File: config.mk
export PLATFORM = sky130hd
export DESIGN_NAME = rv64ie_regfile
export DESIGN_NICKNAME = d
export VERILOG_FILES = /design/src/rtl/core/rv64ie_regfile.sv
export SDC_FILE = /design/constraint.sdc
export NUM_CORES = 2
export LEC_CHECK = 0
export ABC_CLOCK_PERIOD_IN_PS = 2200
export BUFFER_PORTS_ARGS = -buffer_cell sky130_fd_sc_hd__buf_4
export CORE_ASPECT_RATIO = 1.4
export CORE_UTILIZATION = 59
export CTS_BUF_LIST = sky130_fd_sc_hd__clkbuf_8
export DETAILED_ROUTE_END_ITERATION = 10
export HOLD_SLACK_MARGIN = 0.12
export PLACE_DENSITY = 0.81
export SLEW_MARGIN = 10
export SYNTH_ARGS = -nofsm -noshare
export SYNTH_HDL_FRONTEND = slang
export SYNTH_SLANG_ARGS = --single-unit
File: constraint.sdc
create_clock -name clk -period 2.2 [get_ports clk]
set_clock_uncertainty 0.15 [all_clocks]
set_input_delay 0.22 -clock clk [delete_from_list [all_inputs] [get_ports clk]]
set_output_delay 0.22 -clock clk [all_outputs]
set_load 0.005 [all_outputs]
File: src/rtl/core/rv64ie_regfile.sv
// 32 x 64 register file, two combinational reads, one write, x0 fixed zero.
`default_nettype none
module rv64ie_regfile (
	input  wire logic        clk,
	input  wire logic        arst_n,
	input  wire logic [4:0]  ra,
	input  wire logic [4:0]  rb,
	output logic      [63:0] da,
	output logic      [63:0] db,
	input  wire logic        we,
	input  wire logic [4:0]  wa,
	input  wire logic [63:0] wd
);
	logic [63:0] regs_q [1:31];

	always_ff @(posedge clk or negedge arst_n) begin
		if (!arst_n) begin
			for (int i = 1; i < 32; i++) regs_q[i] <= '0;
		end else if (we && wa != 5'd0) begin
			regs_q[wa] <= wd;
		end
	end

	assign da = (ra == 5'd0) ? 64'd0 : regs_q[ra];
	assign db = (rb == 5'd0) ? 64'd0 : regs_q[rb];
endmodule
`default_nettype wire

* After elaboration in Yosys (flattened, before gate mapping)
Cells that the tools add are included.
** Storage, ports and cells
- Register bits after elaboration :: 1984
- Output and inout bits :: 128
- Input bits :: 82
- Word-level logic and storage cells :: 54
** Operators by class
- Reduce and logical (&&, ||, !) cells :: 5
- $lt $le $gt $ge :: 4
- Mux-type cells :: 11
- Bitwise gates (word level) :: 3
** Operator list (number)
- $bwmux W1984 :: 1
- $bmux W64 S5 :: 2
- $mux W64 :: 7
- $demux W64 S5 :: 1
- $ge A6 B6 Y1 const B :: 3
- $not A5 Y6 :: 3
- $logic_not A5 Y1 :: 2
- $lt A6 B1 Y1 const B :: 1
- $reduce_bool A5 Y1 :: 1
- $logic_and A1 B1 Y1 :: 2

* Longest topological paths before layout
- Word-level depth :: 6
- Gate-level depth with buffers :: 10
- Gate-level depth less buffers :: 5

* Least setup slack after synthesis
OpenSTA, ideal clock, no wires.
- Path kind :: input port to output port
- Start :: input port rb[1]
- End :: output port db[5]
- Setup slack :: -0.047 ns
- Required time :: 1.830 ns
- Data arrival time :: 1.877 ns
- Stages :: 8
- Buffers on the path :: 4
- Cells stage by stage :: buf_2 -> buf_2 -> buf_2 -> buf_1 -> mux4_2 -> mux2_2 -> o211ai_1 -> o21ai_0
** Between the ends
- Cells in the longest elaborated chain, start to end :: 5
- Elaborated cells on any way between the ends :: 6
- Those cells by class :: mux: 4; bitwise: 1; reduce/logical: 1
** RTL lines
- from (decl) :: RTL line 7 : input wire logic [4:0] rb,
- $not A5 Y6 (not written as such) :: RTL line 25 : assign db = (rb == 5'd0) ? 64'd0 : regs_q[rb];
- $bmux W64 S5 :: RTL line 25
- $mux W64 (not written as such) (2 in series) :: RTL line 25
- $mux W64 (*) :: RTL line 25
- to (decl) :: RTL line 9 : output logic [63:0] db,
Every way passes the cells marked *; elsewhere a longest branch is shown, timed or not. The select of a mux whose other input is x is not followed.

* Worst setup path in the final report
- Start :: register regs_q[1567] (netlist bit)
- End :: output port da[31]
** Between the ends
- Cells in the longest elaborated chain, start to end :: 4
** RTL lines
- from (decl) :: RTL line 14 : logic [63:0] regs_q [1:31];
- from (signal, indexed assignment) :: RTL line 20 : regs_q[wa] <= wd;
- $bmux W64 S5 :: RTL line 24 : assign da = (ra == 5'd0) ? 64'd0 : regs_q[ra];
- $mux W64 (not written as such) (2 in series) :: RTL line 24
- $mux W64 :: RTL line 24
- to (decl) :: RTL line 8 : output logic [63:0] da,
No other way between the ends. The select of a mux whose other input is x is not followed.

==> results.json <==
{
  "dp_hpwl_mm": 224,
  "timing.fmax_ghz": 0.310,
  "largest_reg_flops": 1984,
  "drtPass1Iterations": 8,
  "vdd_drop_max_mv": 0.531,
  "violations": "negative setup slack",
  "die-area_sq_mm": 0.183,
  "row_count": 184,
  "internal-power_mw": 76.2,
  "slew_violations": 0,
  "p_leak_nw": 57.5,
  "finalSetupViolCount": 129,
  "grt_use_total": 0.392,
  "fin_area_sq_mm": 0.128,
  "synth-async-reset-ratio": 1.00,
  "crit_required_ps": 1830,
  "ys_ff_latch": 1984,
  "ys_types": 44,
  "worstHoldPathType": "in2async",
  "cp.arrival_ps": 2860,
  "port_buffers": 209,
  "grtUsageMet1": 0.491,
  "antenna_found_initial": 23,
  "hold_viol": 0,
  "drc_errors": 0,
  "clkTransAtPathRegs_ps": 70,
  "ant_nets": 0,
  "p_clk_frac": 0.295,
  "finalNonFillerCells": 10800,
  "ios": 210,
  "worst_setup_path_end_kind": "output pin",
  "overflow": 0,
  "dp_cells": 9974,
  "worst_slack_ps": -1030,
  "p_switching_mw": 31.4,
  "worstSetupPathType": "reg2out",
  "slew_headroom": 0.254,
  "dr.first_iter.drc_count": 9498,
  "cts-root-buf": "clkbuf_8",
  "grtUsageMet2": 0.604,
  "syn_inst": 7449,
  "cts.path.max_buffers": 4,
  "reg.largest.list": "regs_q (1984)",
  "cts.sinks": 1984,
  "start_kind": "flop",
  "min_period_ps": 3230,
  "synth-edff-count": 0,
  "busiest_layer": "met2",
  "die_y_um": 505,
  "placed_cell_area_sq_mm": 0.118,
  "worst_skew_pair.late_latency_ps": 1060,
  "synth_nets": 7531,
  "nets": 8353,
  "synth-seq-area-share": 0.465,
  "max_cap_viol_count": 0,
  "drive_above_1_share": 0.563,
  "p_sw_frac": 0.292,
  "place_congestion": 0.917,
  "wire_per_inst_um": 33.1,
  "synth.cell_area_sq_mm": 0.107,
  "cts_made_buffers": 318,
  "combPwrFrac": 0.246,
  "tightest_slew_ps": 1120,
  "pre_cts_ws_ps": -624,
  "cts_tree": "built",
  "met3_usage": 0.103,
  "avgSynthCellArea_sq_um": 14.3,
  "cp_max_fo": 3,
  "regMostFlops": "regs_q",
  "ys_warn_count": 0,
  "power_density_mw_per_mm2": 840,
  "fillCellCount": 10900,
  "outcome": "finished with violations",
  "fin_crit_sh": 1.47,
  "h-tree-depth": 5,
  "grt_max_degree": 140,
  "via_per_inst": 7.20,
  "grt_pass1_vias": 82400,
  "routed_wirelength_mm": 358,
  "ys.flop_type": "dfrtp_1",
  "vias": 77800,
  "die_x_um": 361,
  "coreArea_sq_mm": 0.180,
  "power.share.sequential": 0.459,
  "grt_first_pass_wirelength_mm": 531,
  "grt_setup_unrepaired": "true",
  "start_util": 0.594,
  "synthToLayoutAreaGrowth_pct": 20.1
}
-- cell usage after synthesis, drive strengths merged (2+ instances only) --
master   count  area share
mux2      2185        0.23
dfrtp     1984        0.47
mux4       748        0.16
mux2i      458       0.043
clkbuf     446       0.016
buf        356       0.018
nand2      254      0.0090
a21oi      121      0.0057
nor2b      121      0.0071
a221oi     120      0.0099
nor2       105      0.0039
o21ai      105      0.0049
nor3        88      0.0041
o211ai      79      0.0056
a22oi       75      0.0053
a31oi       68      0.0040
nand3       19     0.00089
o32a        18      0.0017
or3         16     0.00094
o221ai      15      0.0012
a211o        9     0.00074
a21o         9     0.00063
o22ai        9     0.00053
a311oi       8     0.00066
nand2b       8     0.00047
a2111oi      4     0.00033
a211oi       4     0.00028
and2         4     0.00023
o22a         4     0.00033
a22o         2     0.00016
and3         2     0.00012
-- routing by layer --
metal / up-vias / part of all wire / wire length, um
met2: 5369 / 0.46 / 165000
met3: 1672 / 0.11 / 38600
met5: - / 0.00054 / 195
li1: 30100 / - / -
met1: 40600 / 0.35 / 126000
met4: 30 / 0.078 / 28000
-- per-stage QoR --
stage	utilization	TNS, ps	power, mW	hold WS, ps
CTS	0.710	-115400	107	130
global route	0.714	-116870	111	197
floorplan	-	-1490	64.6	-226
detailed placement	0.657	-45540	73.6	-39.9
global placement	0.657	-42240	71.9	-39.9
finish	0.714	-109770	108	175
-- kinds of logic after synthesis --
kind of cell | synth area share
multiplexers | 0.432
AO/OA/AOI/OAI | 0.0421
AND/OR/NAND/NOR | 0.0269
flip-flops | 0.465
buffers and inverters | 0.0337
-- power by group through the flow --
stage	Combinational (mW)	Clock, mW	Sequential [mW]
finish	26.5	31.7	49.4
detailed placement	24.0	0	49.6
floorplan	17.0	0	47.5
global placement	23.1	0	48.8
CTS	25.8	31.8	48.9
global route	28.0	33.4	50.0
-- cell usage in the layout, fill, tap and decap left out, types with 18 or more instances in the layout --
cell type      instances
nand2_1              235
nor2b_1               83
mux2_4                55
clkbuf_8             390
nor3_2                18
nor2b_2               27
nor2_1                83
buf_6                 46
o32a_1                18
a221oi_1             103
dfrtp_1             1984
o21ai_0               40
inv_1                 99
o211ai_1              79
a22oi_1               72
dlygate4sd3_1        140
o21ai_2               38
buf_12               328
clkinv_2              21
mux2i_1              447
mux4_2               748
a21oi_1              103
mux2_2              2130
o21ai_1               27
a31oi_1               60
nor3_1                70
buf_4                777
-- final timing paths --
check	start	end	slack, ps	cells past startpoint
setup / recovery	regs_q[1567]	da[31]	-1030	5
hold / removal	arst_n	regs_q[1832]	180	4
setup reg to reg	regs_q[834]	regs_q[834]	600	3
hold reg to reg	regs_q[308]	regs_q[308]	380	1
max in group asynchronous	arst_n	regs_q[199]	570	6
min in group clk	wd[6]	regs_q[454]	220	3
-- layout make-up --
class	count	area, sq um	share of cell area
antenna	9	22.5	0.000176
clock buffer	389	5350	0.0418
clock inverter	138	774	0.00604
inverter	1	6.26	0.0000488
multi-input combinational	4662	54900	0.428
sequential	1984	49600	0.387
tap	2325	2910	0.0227
timing repair buffer	1304	14600	0.114
-- worst max-delay path, stage by stage (launching register included) --
cell     delay (ps)
dfrtp_1         420
mux4_2          490
nor2b_2         140
nor3_2           60
or4_4           540
buf_6           150
-- timing repair --
item | 4_1_cts | 5_1_grt
hold endpoints to repair | 3968 | 0
pin swaps | 102 | 72
setup endpoints to repair | 128 | 447
buffers inserted | 138 | 34
cloned | 0 | 2
gates resized for setup | 248 | 124
hold buffers | 152 | 0
(Power assumes the default switching activity.)
